==> src/rtl/assert_macros.svh <==
// assertion macros used by the mapper controller
// no dependencies
`ifndef ASSERT_MACROS_SVH
`define ASSERT_MACROS_SVH

// implication checked on every rising clock edge outside reset
`define MBR_ASSERT(label, clk, rst, prop, msg) \
   label: assert property (@(posedge clk) disable iff (rst) (prop)) else $error(msg);

// condition that must hold on every rising clock edge outside reset
`define MBR_ASSERT_ALWAYS(label, clk, rst, cond, msg) \
   `MBR_ASSERT(label, clk, rst, (1'b1) |-> (cond), msg)

`endif

==> src/rtl/mbr_pkg.sv <==
// codes, constants and control structs of the boot record block mapper
// no dependencies
package mbr_pkg;

   localparam logic [1:0] KIND_RECORD     = 2'd0;
   localparam logic [1:0] KIND_HALF_BLOCK = 2'd1;
   localparam logic [1:0] KIND_FULL_BLOCK = 2'd2;

   localparam logic [1:0] STATUS_TABLE_OK  = 2'd0;
   localparam logic [1:0] STATUS_FALLBACK  = 2'd1;
   localparam logic [1:0] STATUS_TRANSLATE = 2'd2;

   localparam logic [1:0] REG_CYLINDERS = 2'd0;
   localparam logic [1:0] REG_SECTORS   = 2'd1;
   localparam logic [1:0] REG_HEADS     = 2'd2;

   localparam int unsigned ENTRIES = 4;

   localparam logic [8:0] TABLE_BASE   = 9'h1be;
   localparam logic [8:0] TABLE_END    = 9'h1fe;
   localparam logic [8:0] SIG_LOW_POS  = 9'd510;
   localparam logic [8:0] SIG_HIGH_POS = 9'd511;
   localparam logic [7:0] SIG_LOW      = 8'h55;
   localparam logic [7:0] SIG_HIGH     = 8'haa;

   typedef enum logic {
      ST_RUN,
      ST_FALLBACK
   } ctrl_state_type;

   typedef struct packed {
      logic take;
      logic finish_fallback;
   } mbr_cmd_type;

   typedef struct packed {
      logic produces;
      logic bad_commit;
   } mbr_stat_type;

endpackage

==> src/rtl/mbr_datapath.sv <==
// datapath: record staging, partition table, translation adder, result register
// depends on mbr_pkg
module mbr_datapath
   import mbr_pkg::*;
#(
   parameter int ADDRESS_WIDTH = 32
) (
   input  logic         clock,
   input  logic         reset,
   input  logic [1:0]   kind,
   input  logic [7:0]   record_byte,
   input  logic [2:0]   partition,
   input  logic [31:0]  block_number,
   input  logic         csr_write,
   input  logic [1:0]   csr_index,
   input  logic [15:0]  csr_data,
   input  mbr_cmd_type  cmd,
   output mbr_stat_type stat,
   output logic [1:0]   status,
   output logic [31:0]  sector_address,
   output logic         upper_half,
   output logic [7:0]   partition_type,
   output logic         range_flag
);

   localparam int SUM_W = ADDRESS_WIDTH + 1;

   logic [15:0] cylinders_ff, cylinders_in;
   logic [7:0]  sectors_ff, sectors_in;
   logic [7:0]  heads_ff, heads_in;

   logic [8:0]  pos_ff, pos_in;
   logic [7:0]  sig_low_ff, sig_low_in;
   logic [7:0]  staged_type_ff [ENTRIES], staged_type_in [ENTRIES];
   logic [31:0] staged_start_ff [ENTRIES], staged_start_in [ENTRIES];
   logic [31:0] staged_size_ff [ENTRIES], staged_size_in [ENTRIES];
   logic [7:0]  table_type_ff [ENTRIES], table_type_in [ENTRIES];
   logic [31:0] table_start_ff [ENTRIES], table_start_in [ENTRIES];
   logic [31:0] table_size_ff [ENTRIES], table_size_in [ENTRIES];
   logic [23:0] mul_ff, mul_in;

   logic [1:0]  status_ff, status_in;
   logic [31:0] addr_ff, addr_in;
   logic        half_ff, half_in;
   logic [7:0]  ptype_ff, ptype_in;
   logic        flag_ff, flag_in;

   logic [8:0]  rel;
   logic [1:0]  ent;
   logic [3:0]  off;
   logic        in_table;
   logic        is_record;
   logic        commit;
   logic        sig_ok;
   logic        translate;
   logic [1:0]  idx;
   logic [31:0] offset;
   logic [SUM_W-1:0] sum;
   logic [31:0] fallback_size;

   assign rel       = pos_ff - TABLE_BASE;
   assign ent       = rel[5:4];
   assign off       = rel[3:0];
   assign in_table  = (pos_ff >= TABLE_BASE) && (pos_ff < TABLE_END);
   assign is_record = (kind == KIND_RECORD);
   assign commit    = is_record && (pos_ff == SIG_HIGH_POS);
   assign sig_ok    = (sig_low_ff == SIG_LOW) && (record_byte == SIG_HIGH);
   assign translate = (kind == KIND_HALF_BLOCK) || (kind == KIND_FULL_BLOCK);
   assign idx       = partition[1:0];
   assign offset    = (kind == KIND_HALF_BLOCK) ? {1'b0, block_number[31:1]} : block_number;
   assign sum       = SUM_W'(offset) + SUM_W'(table_start_ff[idx]);
   assign fallback_size = {8'd0, mul_ff} * {24'd0, heads_ff};

   assign stat.produces   = commit || translate;
   assign stat.bad_commit = commit && !sig_ok;

   // configuration registers
   always_comb begin
      cylinders_in = cylinders_ff;
      sectors_in   = sectors_ff;
      heads_in     = heads_ff;
      if (csr_write) begin
         case (csr_index)
            REG_CYLINDERS: cylinders_in = csr_data;
            REG_SECTORS:   sectors_in   = csr_data[7:0];
            REG_HEADS:     heads_in     = csr_data[7:0];
            default: ;
         endcase
      end
   end

   always_comb begin
      pos_in     = pos_ff;
      sig_low_in = sig_low_ff;
      mul_in     = mul_ff;
      status_in  = status_ff;
      addr_in    = addr_ff;
      half_in    = half_ff;
      ptype_in   = ptype_ff;
      flag_in    = flag_ff;
      for (int i = 0; i < ENTRIES; i++) begin
         staged_type_in[i]  = staged_type_ff[i];
         staged_start_in[i] = staged_start_ff[i];
         staged_size_in[i]  = staged_size_ff[i];
         table_type_in[i]   = table_type_ff[i];
         table_start_in[i]  = table_start_ff[i];
         table_size_in[i]   = table_size_ff[i];
      end

      if (cmd.take) begin
         case (kind)
            KIND_RECORD: begin
               pos_in = pos_ff + 9'd1;
               if (in_table) begin
                  if (off == 4'd4) begin
                     staged_type_in[ent] = record_byte;
                  end else if (off[3:2] == 2'b10) begin
                     staged_start_in[ent][8*off[1:0] +: 8] = record_byte;
                  end else if (off[3:2] == 2'b11) begin
                     staged_size_in[ent][8*off[1:0] +: 8] = record_byte;
                  end
               end else if (pos_ff == SIG_LOW_POS) begin
                  sig_low_in = record_byte;
               end else if (commit) begin
                  addr_in  = '0;
                  half_in  = 1'b0;
                  ptype_in = '0;
                  flag_in  = 1'b0;
                  if (sig_ok) begin
                     status_in = STATUS_TABLE_OK;
                     for (int i = 0; i < ENTRIES; i++) begin
                        table_type_in[i] = staged_type_ff[i];
                        table_start_in[i] = (staged_type_ff[i] != 8'd0) ? staged_start_ff[i] : '0;
                        table_size_in[i]  = (staged_type_ff[i] != 8'd0) ? staged_size_ff[i] : '0;
                     end
                  end else begin
                     status_in = STATUS_FALLBACK;
                     for (int i = 0; i < ENTRIES; i++) begin
                        table_type_in[i]  = '0;
                        table_start_in[i] = '0;
                        table_size_in[i]  = '0;
                     end
                     table_type_in[0] = 8'd1;
                     mul_in = {8'd0, cylinders_ff} * {16'd0, sectors_ff};
                  end
               end
            end
            KIND_HALF_BLOCK, KIND_FULL_BLOCK: begin
               status_in = STATUS_TRANSLATE;
               if (partition[2]) begin
                  addr_in  = '0;
                  half_in  = 1'b0;
                  ptype_in = '0;
                  flag_in  = 1'b1;
               end else begin
                  addr_in  = sum[31:0];
                  half_in  = (kind == KIND_HALF_BLOCK) && block_number[0];
                  ptype_in = table_type_ff[idx];
                  flag_in  = sum[ADDRESS_WIDTH];
               end
            end
            default: ;
         endcase
      end

      // second step of the fallback whole-disk size
      if (cmd.finish_fallback) begin
         table_size_in[0] = fallback_size;
      end
   end

   always_ff @(posedge clock) begin
      if (reset) begin
         cylinders_ff <= '0;
         sectors_ff   <= '0;
         heads_ff     <= '0;
         pos_ff       <= '0;
         sig_low_ff   <= '0;
         mul_ff       <= '0;
         for (int i = 0; i < ENTRIES; i++) begin
            staged_type_ff[i]  <= '0;
            staged_start_ff[i] <= '0;
            staged_size_ff[i]  <= '0;
            table_type_ff[i]   <= '0;
            table_start_ff[i]  <= '0;
            table_size_ff[i]   <= '0;
         end
      end else begin
         cylinders_ff <= cylinders_in;
         sectors_ff   <= sectors_in;
         heads_ff     <= heads_in;
         pos_ff       <= pos_in;
         sig_low_ff   <= sig_low_in;
         mul_ff       <= mul_in;
         for (int i = 0; i < ENTRIES; i++) begin
            staged_type_ff[i]  <= staged_type_in[i];
            staged_start_ff[i] <= staged_start_in[i];
            staged_size_ff[i]  <= staged_size_in[i];
            table_type_ff[i]   <= table_type_in[i];
            table_start_ff[i]  <= table_start_in[i];
            table_size_ff[i]   <= table_size_in[i];
         end
      end
   end

   // result payload
   always_ff @(posedge clock) begin
      status_ff <= status_in;
      addr_ff   <= addr_in;
      half_ff   <= half_in;
      ptype_ff  <= ptype_in;
      flag_ff   <= flag_in;
   end

   assign status         = status_ff;
   assign sector_address = addr_ff;
   assign upper_half     = half_ff;
   assign partition_type = ptype_ff;
   assign range_flag     = flag_ff;

endmodule

==> src/rtl/mbr_ctrl.sv <==
// controller: input handshake, result register valid, fallback sequencing
// depends on mbr_pkg and assert_macros.svh
`include "assert_macros.svh"

module mbr_ctrl
   import mbr_pkg::*;
(
   input  logic         clock,
   input  logic         reset,
   input  logic         req_tvalid,
   output logic         req_tready,
   output logic         rsp_tvalid,
   input  logic         rsp_tready,
   input  mbr_stat_type stat,
   output mbr_cmd_type  cmd
);

   ctrl_state_type state_ff, state_in;
   logic           rsp_valid_ff, rsp_valid_in;
   logic           accept;

   assign accept = req_tvalid && req_tready;

   always_comb begin
      state_in = state_ff;
      case (state_ff)
         ST_RUN:      if (accept && stat.bad_commit) state_in = ST_FALLBACK;
         ST_FALLBACK: state_in = ST_RUN;
         default:     state_in = ST_RUN;
      endcase
   end

   always_comb begin
      req_tready          = 1'b0;
      cmd.take            = 1'b0;
      cmd.finish_fallback = 1'b0;
      case (state_ff)
         ST_RUN: begin
            req_tready = !rsp_valid_ff || rsp_tready;
            cmd.take   = req_tvalid && (!rsp_valid_ff || rsp_tready);
         end
         ST_FALLBACK: cmd.finish_fallback = 1'b1;
         default: ;
      endcase
   end

   always_comb begin
      rsp_valid_in = rsp_valid_ff;
      if (accept && stat.produces) begin
         rsp_valid_in = 1'b1;
      end else if (rsp_tready) begin
         rsp_valid_in = 1'b0;
      end
   end

   always_ff @(posedge clock) begin
      if (reset) begin
         state_ff     <= ST_RUN;
         rsp_valid_ff <= 1'b0;
      end else begin
         state_ff     <= state_in;
         rsp_valid_ff <= rsp_valid_in;
      end
   end

   assign rsp_tvalid = rsp_valid_ff;

   `MBR_ASSERT(a_fallback_follows, clock, reset, accept && stat.bad_commit |=> state_ff == ST_FALLBACK, "bad signature commit did not start fallback")
   `MBR_ASSERT(a_no_take_in_fallback, clock, reset, state_ff == ST_FALLBACK |-> !req_tready && !cmd.take, "item taken during fallback")
   `MBR_ASSERT(a_result_follows, clock, reset, accept && stat.produces |=> rsp_valid_ff, "accepted item gave no result")
   `MBR_ASSERT_ALWAYS(a_take_is_accept, clock, reset, cmd.take == accept, "datapath take differs from handshake")

endmodule

==> src/rtl/mbr_partition_block_mapper.sv <==
// Takes a boot record one byte per beat and commits its four-entry partition table at
// byte 511, then maps partition-relative 256- or 512-byte blocks to absolute sectors.
// One item per cycle unless a result waits untaken or a fallback runs: a commit with a
// bad signature stalls input while the fallback size goes through two registered multiply
// steps. Results sit in one output register; while one waits, the next item is taken only
// in the cycle that result is taken. csr port is always ready; the user must write it only
// while the block is idle; nothing enforces it. Depends on mbr_pkg, mbr_ctrl, mbr_datapath.
module mbr_partition_block_mapper
   import mbr_pkg::*;
#(
   parameter int ADDRESS_WIDTH = 32
) (
   input  logic        clock,
   input  logic        reset,
   input  logic        req_tvalid,
   output logic        req_tready,
   input  logic [47:0] req_tdata,  // record_byte, partition, block_number, zero pad
   input  logic [1:0]  req_tuser,  // kind
   output logic        rsp_tvalid,
   input  logic        rsp_tready,
   output logic [47:0] rsp_tdata,  // sector_address, upper_half, partition_type, range_flag, zero pad
   output logic [1:0]  rsp_tuser,  // status
   input  logic        csr_valid,
   output logic        csr_ready,
   input  logic [1:0]  csr_index,
   input  logic [15:0] csr_data
);

   mbr_cmd_type  cmd;
   mbr_stat_type stat;
   logic [31:0]  sector_address;
   logic         upper_half;
   logic [7:0]   partition_type;
   logic         range_flag;

   assign csr_ready = 1'b1;

   mbr_ctrl u_ctrl (
      .clock      (clock),
      .reset      (reset),
      .req_tvalid (req_tvalid),
      .req_tready (req_tready),
      .rsp_tvalid (rsp_tvalid),
      .rsp_tready (rsp_tready),
      .stat       (stat),
      .cmd        (cmd)
   );

   mbr_datapath #(
      .ADDRESS_WIDTH (ADDRESS_WIDTH)
   ) u_datapath (
      .clock          (clock),
      .reset          (reset),
      .kind           (req_tuser),
      .record_byte    (req_tdata[7:0]),
      .partition      (req_tdata[10:8]),
      .block_number   (req_tdata[42:11]),
      .csr_write      (csr_valid && csr_ready),
      .csr_index      (csr_index),
      .csr_data       (csr_data),
      .cmd            (cmd),
      .stat           (stat),
      .status         (rsp_tuser),
      .sector_address (sector_address),
      .upper_half     (upper_half),
      .partition_type (partition_type),
      .range_flag     (range_flag)
   );

   assign rsp_tdata = {6'd0, range_flag, partition_type, upper_half, sector_address};

endmodule
==> config.mk <==
export PLATFORM = sky130hd
export DESIGN_NAME = mbr_partition_block_mapper
export DESIGN_NICKNAME = d
export VERILOG_FILES = /design/src/rtl/mbr_pkg.sv /design/src/rtl/mbr_datapath.sv /design/src/rtl/mbr_ctrl.sv /design/src/rtl/mbr_partition_block_mapper.sv
export VERILOG_INCLUDE_DIRS = /design/src /design/src/rtl
export SDC_FILE = /design/constraint.sdc
export NUM_CORES = 1
export LEC_CHECK = 0
export BUFFER_PORTS_ARGS = -buffer_cell sky130_fd_sc_hd__clkbuf_2
export CAP_MARGIN = 20
export CORE_MARGIN = 4
export CORE_UTILIZATION = 60
export DETAILED_ROUTE_END_ITERATION = 8
export GPL_ROUTABILITY_DRIVEN = 0
export HOLD_SLACK_MARGIN = 0.02
export PLACE_DENSITY = 0.79
export SYNTH_ARGS = -nofsm -noshare
export SYNTH_HDL_FRONTEND = slang
export SYNTH_SLANG_ARGS = --single-unit
==> constraint.sdc <==
create_clock -name clock -period 7.9 [get_ports clock]
set_input_delay 0.395 -clock clock [delete_from_list [all_inputs] [get_ports clock]]
set_output_delay 0.395 -clock clock [all_outputs]
set_load 0.05 [all_outputs]
==> results of run 1 <==
==> sequential cells by signal, summed over array words and instances (netlist names) <==
name	count
u_datapath.upper_half	1
u_ctrl.state_ff	1
u_datapath.table_type_ff	32
u_datapath.range_flag	1
u_datapath.pos_ff	9
u_ctrl.rsp_tvalid	1
u_datapath.staged_type_ff	32
u_datapath.staged_start_ff	128
u_datapath.partition_type	8
u_datapath.sector_address	32
u_datapath.status	2
u_datapath.table_start_ff	128
u_datapath.sig_low_ff	8
==> report_power, final <==
| part | leakage (nW) | switching, W | total, W | internal, W |
|---|---|---|---|---|
| clock | 0.638 | 0.000726 | 0.00186 | 0.00113 |
| sequential | 3.35 | 0.0000165 | 0.00218 | 0.00216 |
| combinational | 3.14 | 0.000346 | 0.000534 | 0.000188 |
| total | 7.14 | 0.00109 | 0.00457 | 0.00348 |
==> logic make-up (layout without fill, tap and decap cells) <==
kind of cell               after synthesis  in the layout  share of synthesized area
adders and majority gates               41             41                     0.0292
and+or+nand+nor                        600            600                      0.176
buffers and inverters                  103            189                     0.0296
xor gates and xnor gates                26             26                     0.0128
other                                    2              7                   0.000422
DFF                                    383            383                      0.545
muxes                                  223            223                      0.156
AOI/OAI and AO/OA                      144            144                     0.0516
==> worst max path at each step <==
stage,cells past startpoint,slack (ns),end
global placement,11,3.40,u_datapath.range_flag
global route,11,3.65,u_datapath.sector_address[22]
finish,11,3.89,u_datapath.sector_address[28]
floorplan,5,1.49,u_datapath.table_start_ff[0][0]
detailed placement,11,3.34,u_datapath.sector_address[28]
CTS,11,3.87,u_datapath.sector_address[28]
==> layout make-up <==
| cell class | count | area [um2] | area share |
|---|---|---|---|
| clock inverters | 8 | 118 | 0.00595 |
| flip-flops and latches | 383 | 9710 | 0.492 |
| clock buffers | 63 | 1190 | 0.0602 |
| well taps | 384 | 480 | 0.0243 |
| inverters | 12 | 45.0 | 0.00228 |
| multi-input cells | 1041 | 7620 | 0.386 |
| repair buffers | 106 | 591 | 0.0299 |
==> synthesized netlist by cell type (all sizes together) (2+ instances only) <==
cell,count
nor2,203
nand4,10
conb,2
buf,34
xor2,12
a22oi,2
o31ai,2
nand3b,8
o21bai,2
ha,40
nand2b,36
or4,2
nor3,12
mux2,31
nor2b,8
mux2i,152
o21ai,44
dfxtp,179
a21boi,7
and2,197
o21a,9
a211oi,3
edfxtp,204
o211ai,2
a21oi,42
inv,12
nor4b,3
nand3,31
or2,5
a21o,10
xnor2,14
a31oi,10
clkbuf,57
and3,10
nor3b,4
mux4,40
nor4,10
nand2,58
==> worst max-delay path, stage by stage <==
cell	delay, ns
clkbuf_2	0.51
buf_4	0.58
mux4_2	0.60
ha_1	0.38
and3_1	0.23
and2_1	0.17
or2_0	0.20
a221oi_1	0.41
o211ai_1	0.35
a21boi_1	0.31
mux2i_1	0.11
==> metal layers <==
layer / up-vias / part of all wire / track usage
met5: - / 0 / 0
met4: 0 / 0.022 / 0.0605
met1: 5613 / 0.43 / 0.309
met3: 75 / 0.061 / 0.0371
met2: 431 / 0.49 / 0.390
li1: 5504 / - / -
==> through the flow <==
step / setup slack (ns) / instance area [um2] / power, W / hold slack, ns / utilization
global route: 3.65 / 19800 / 0.00472 / 0.207 / 0.681
finish: 3.89 / 19800 / 0.00457 / 0.227 / 0.681
CTS: 3.87 / 19700 / 0.00458 / 0.203 / 0.679
floorplan: 1.49 / 17800 / 0.00262 / 0.444 / -
detailed placement: 3.34 / 18400 / 0.00274 / 0.457 / 0.634
global placement: 3.40 / 18400 / 0.00273 / 0.454 / 0.634
==> impl_metrics.yaml, run 1 <==
route:
  drtIter0Drc: 1100
  firstDrtPassIters: 6
  vias_per_cell: 5.82
  drcViolationCount: 0
  vias: 11600
  wl_per_cell_um: 19.1
  ant_nets: 0
  routed_wl_um: 38200
placed_design:
  place_hpwl_um: 24100
  io_buffers: 94
  dp.cells: 1923
timing:
  setup_viol: 0
  slew_violations: 0
  timing.final.crit_period_ns: 4.01
  hold_viol: 0
  fin_setup_tns_ns: 0
  timing.final.crit_share: 0.508
  slew_headroom: 0.245
  rsz0062_at_grt: "no"
  fmax_mhz: 249
  skew_ns: 0.00848
  worst_slew_pin_slew_ns: 1.13
clocking:
  cts.clk_slew.worst_paths_ns: 0.05
  cts_tree: "done"
  cts_buffer_depth: 3
  hold_buffers: 0
  htree_num_levels: 2
  cts_made_buffers: 39
  cts_resized: 0
  cts_setup_buffers: 0
  cts_sinks: 383
  clock-root-buffer: "clkbuf_16"
  worst_skew_pair.late_latency_ns: 0.52
yosys:
  ys_types: 66
  ys_ff_latch: 383
  synth_top_area_cell: "edfxtp_1"
  yosysWarnings: 0
  synth_top_cells_by_area: "edfxtp_1, dfxtp_1, mux2i_1"
  avgSynthCellArea_um2: 11.7
  postSynthCellCount: 1522
  yosysTopAreaCellShare: 0.344
  synth_edf_count: 204
  async_reset_ff_frac: 0
  syn-cell-area_um2: 17800
  synthFlopType: "edfxtp_1"
  ys_seq_area_frac: 0.545
power:
  powerDensity_nw_per_um2: 231
  ir_worst_vdd_mv: 0.148
  p_leak_nw: 7.14
global_routing:
  grt.total_usage: 0.229
  overflow: 0
  grt_start_max_net_pins: 109
  grt_pass1_vias: 11300
  antenna_found_initial: 1
  grt_pass1_wl_um: 60300
floorplanning:
  coreArea_um2: 29000
  rows: 62
  start_util: 0.614
  die_w_um: 180
  io_pins: 126
  dieHeight_um: 180
  die_area_um2: 32500
layout:
  final_common_cell: "edfxtp_1"
  final-instance-count-excl-fill: 1997
  n_antenna_cell: 0
  final_cell_mix: "edfxtp_1, and2_1, nor2_1"
  fillCellCount: 2113
  drive_above_1_share: 0.162
  syn2layout_area_growth_pct: 10.9
  final_nets: 1697
critical_path:
  path_class: "in2reg"
  critical_path_arrival_ns: 4.27
  critPathLaunchType: "primary input"
  reg2reg_depth: 10
  path_max_fanout: 24
  reg2reg_from: "u_datapath.pos_ff[0]"
  cp_data_required_time_ns: 8.16
  cp-startpoint: "req_tdata[8]"
  r2r_setup_slack_ns: 3.96
  cp-end-kind: "register"
  worstReg2RegEnd: "u_datapath.table_start_ff[2][3]"
run_status:
  outcome: "completed"
min_path:
  min_to: "u_datapath.upper_half"
  holdPathStages: 2
  hold_path.class: "in2reg"
  min_from: "req_tdata[11]"
run:
  max-cap-violations: 0
Note: power is estimated with default switching activity, not from simulation.
==> run 2, diff against run 1 <==
--- a/config.mk
+++ b/config.mk
@@ -9,11 +9,11 @@
 export BUFFER_PORTS_ARGS = -buffer_cell sky130_fd_sc_hd__clkbuf_2
 export CAP_MARGIN = 20
 export CORE_MARGIN = 4
-export CORE_UTILIZATION = 60
+export CORE_UTILIZATION = 55
 export DETAILED_ROUTE_END_ITERATION = 8
 export GPL_ROUTABILITY_DRIVEN = 0
 export HOLD_SLACK_MARGIN = 0.02
-export PLACE_DENSITY = 0.79
+export PLACE_DENSITY = 0.77
 export SYNTH_ARGS = -nofsm -noshare
 export SYNTH_HDL_FRONTEND = slang
 export SYNTH_SLANG_ARGS = --single-unit
==> constraint.sdc (replaced) <==
create_clock -name clock -period 3.5 [get_ports clock]
set_input_delay 0.175 -clock clock [delete_from_list [all_inputs] [get_ports clock]]
set_output_delay 0.175 -clock clock [all_outputs]
set_load 0.05 [all_outputs]
==> run 2 against run 1 <==
Effect of this change:
- critical path depth unchanged
- count of clock-buffer cells in the layout down 5
- flip-flop and latch count unchanged
- first-iteration DRC count decreased by 15%
- die area up 8.7%
- power rose by 130%
- sequential power grew 130%
- final cell count up 4.1%
- clock skew grew 0.0042 ns
- design area up 2.8%
==> impl_metrics.yaml, run 2 (synthesized netlist as in run 1, its figures left out) <==
timing:
  rsz0062_at_grt: "no"
  fmax_mhz: 305
  timing.final.crit_period_ns: 3.28
  hold_viol: 0
  slew_violations: 0
  skew_ns: 0.0127
  setup_viol: 0
  slew_headroom: 0.306
  worst_slew_pin_slew_ns: 1.04
  timing.final.crit_share: 0.937
  fin_setup_tns_ns: 0
layout:
  largestRegisters: "u_datapath.staged_start_ff (128), u_datapath.table_start_ff (128)"
  final_nets: 1760
  drive_above_1_share: 0.195
  fin_util: 0.640
  final_common_cell: "edfxtp_1"
  final_cell_mix: "edfxtp_1, and2_1, nor2_1"
  syn2layout_area_growth_pct: 14.0
  n_antenna_cell: 0
global_routing:
  antenna_found_initial: 0
  grt.total_usage: 0.222
  grt_pass1_wl_um: 63700
  grt_start_max_net_pins: 110
  overflow: 0
  grt_pass1_vias: 12000
run_status:
  outcome: "completed"
clocking:
  cts_made_buffers: 40
  worst_skew_pair.late_latency_ns: 0.53
  cts_resized: 0
  htree_num_levels: 2
  cts.clk_slew.worst_paths_ns: 0.06
  clock-root-buffer: "clkbuf_16"
  cts_setup_buffers: 0
  hold_buffers: 2
  cts_sinks: 383
  cts_buffer_depth: 3
  cts_tree: "done"
power:
  ir_worst_vdd_mv: 0.323
  powerDensity_nw_per_um2: 508
  p_switching_w: 0.00252
  intPower_w: 0.00779
  p_sw_frac: 0.245
  p_seq_frac: 0.477
  comb_power_share: 0.125
  finalPower_w: 0.0103
  p_leak_nw: 7.46
  p_clk_frac: 0.398
run:
  max-cap-violations: 0
route:
  drtIter0Drc: 932
  drcViolationCount: 0
  vias_per_cell: 5.64
  routed_wl_um: 39400
  wl_per_cell_um: 19.0
  ant_nets: 0
  firstDrtPassIters: 4
  vias: 11700
floorplanning:
  die_w_um: 188
  rows: 65
  start_util: 0.562
  io_pins: 126
  coreArea_um2: 31700
  dieHeight_um: 188
  die_area_um2: 35300
critical_path:
  reg2reg_depth: 11
  path_class: "reg2reg"
  r2r_setup_slack_ns: 0.22
  cp_data_required_time_ns: 3.74
  path_max_fanout: 6
  worstReg2RegEnd: "u_datapath.sector_address[20]"
  cp-end-kind: "register"
  critical_path_arrival_ns: 3.52
  critPathLaunchType: "register"
  reg2reg_from: "u_datapath.table_start_ff[0][0]"
placed_design:
  place_hpwl_um: 26100
  io_buffers: 94
min_path:
  hold_path.class: "in2reg"
  min_from: "req_tvalid"
  holdPathStages: 3
  min_to: "u_ctrl.state_ff"
==> run 2: changes by cell type in the layout (fill, tap and decap cells not counted), sizes merged <==
cell         previous run  this run
buf                    13        73
clkbuf                156       151
clkinv                  5        10
clkinvlp                0         1
inv                    12        14
bufinv                  3         1
dlygate4sd3             0         2
==> run 2: area by class of cell <==
cell class	count	area (um2)
Fill cell	2392	11400
Sequential cell	383	9710
Multi-Input combinational cell	1041	7620
Clock buffer	58	1180
Timing Repair Buffer	168	1150
Tap cell	402	503
Clock inverter	14	97.6
Inverter	12	45.0
==> run 2: metal layers <==
layer / routed length [um] / global-route usage / up-vias
li1: - / - / 5611
met1: 17200 / 0.297 / 5661
met2: 18800 / 0.367 / 376
met3: 2200 / 0.0372 / 81
met4: 1250 / 0.0824 / 0
met5: 0 / 0 / -
==> run 2: power groups by stage <==
stage	sequential, W	combinational, W	clock, W
finish	0.00491	0.00129	0.00411
global route	0.00493	0.00140	0.00437
CTS	0.00492	0.00128	0.00416
detailed placement	0.00501	0.00127	0
global placement	0.00500	0.00126	0
floorplan	0.00513	0.000765	0
==> run 2: worst max-delay path by stage <==
stage,slack (ns),cells after the start,to,start
3_5_place_dp,0.06,15,u_datapath.sector_address[20],req_tuser[1]
6_report,0.22,11,u_datapath.sector_address[20],u_datapath.table_start_ff[0][0]
4_1_cts,0.24,11,u_datapath.sector_address[20],u_datapath.table_start_ff[0][0]
3_3_place_gp,0.1,13,u_datapath.sector_address[20],req_tdata[8]
2_1_floorplan,0.03,5,u_datapath.table_start_ff[0][0],u_ctrl.rsp_tvalid
5_1_grt,0.05,11,u_datapath.sector_address[20],u_datapath.table_start_ff[0][0]
==> run 2: worst max-delay path, cell delays in order (launching register included) <==
cell and delay, ns:
edfxtp_1 0.36, mux4_2 0.46, ha_1 0.25, fa_1 0.40, a21oi_1 0.20, o21ai_0 0.15
a211o_1 0.37, nand2_1 0.12, o211ai_1 0.26, buf_4 0.23, a21oi_1 0.13, nor3b_1 0.07
==> run 2: metrics by stage <==
step                      hold WS, ns  cells  area [um2]  setup WS [ns]
after floorplan                 0.384   1527       17800         0.0319
after global placement          0.455   2004       19000         0.0983
after detailed placement        0.464   2004       19000         0.0585
after CTS                      0.0302   2078       20300          0.237
after global routing           0.0542   2078       20300         0.0529
final                          0.0461   2078       20300          0.221
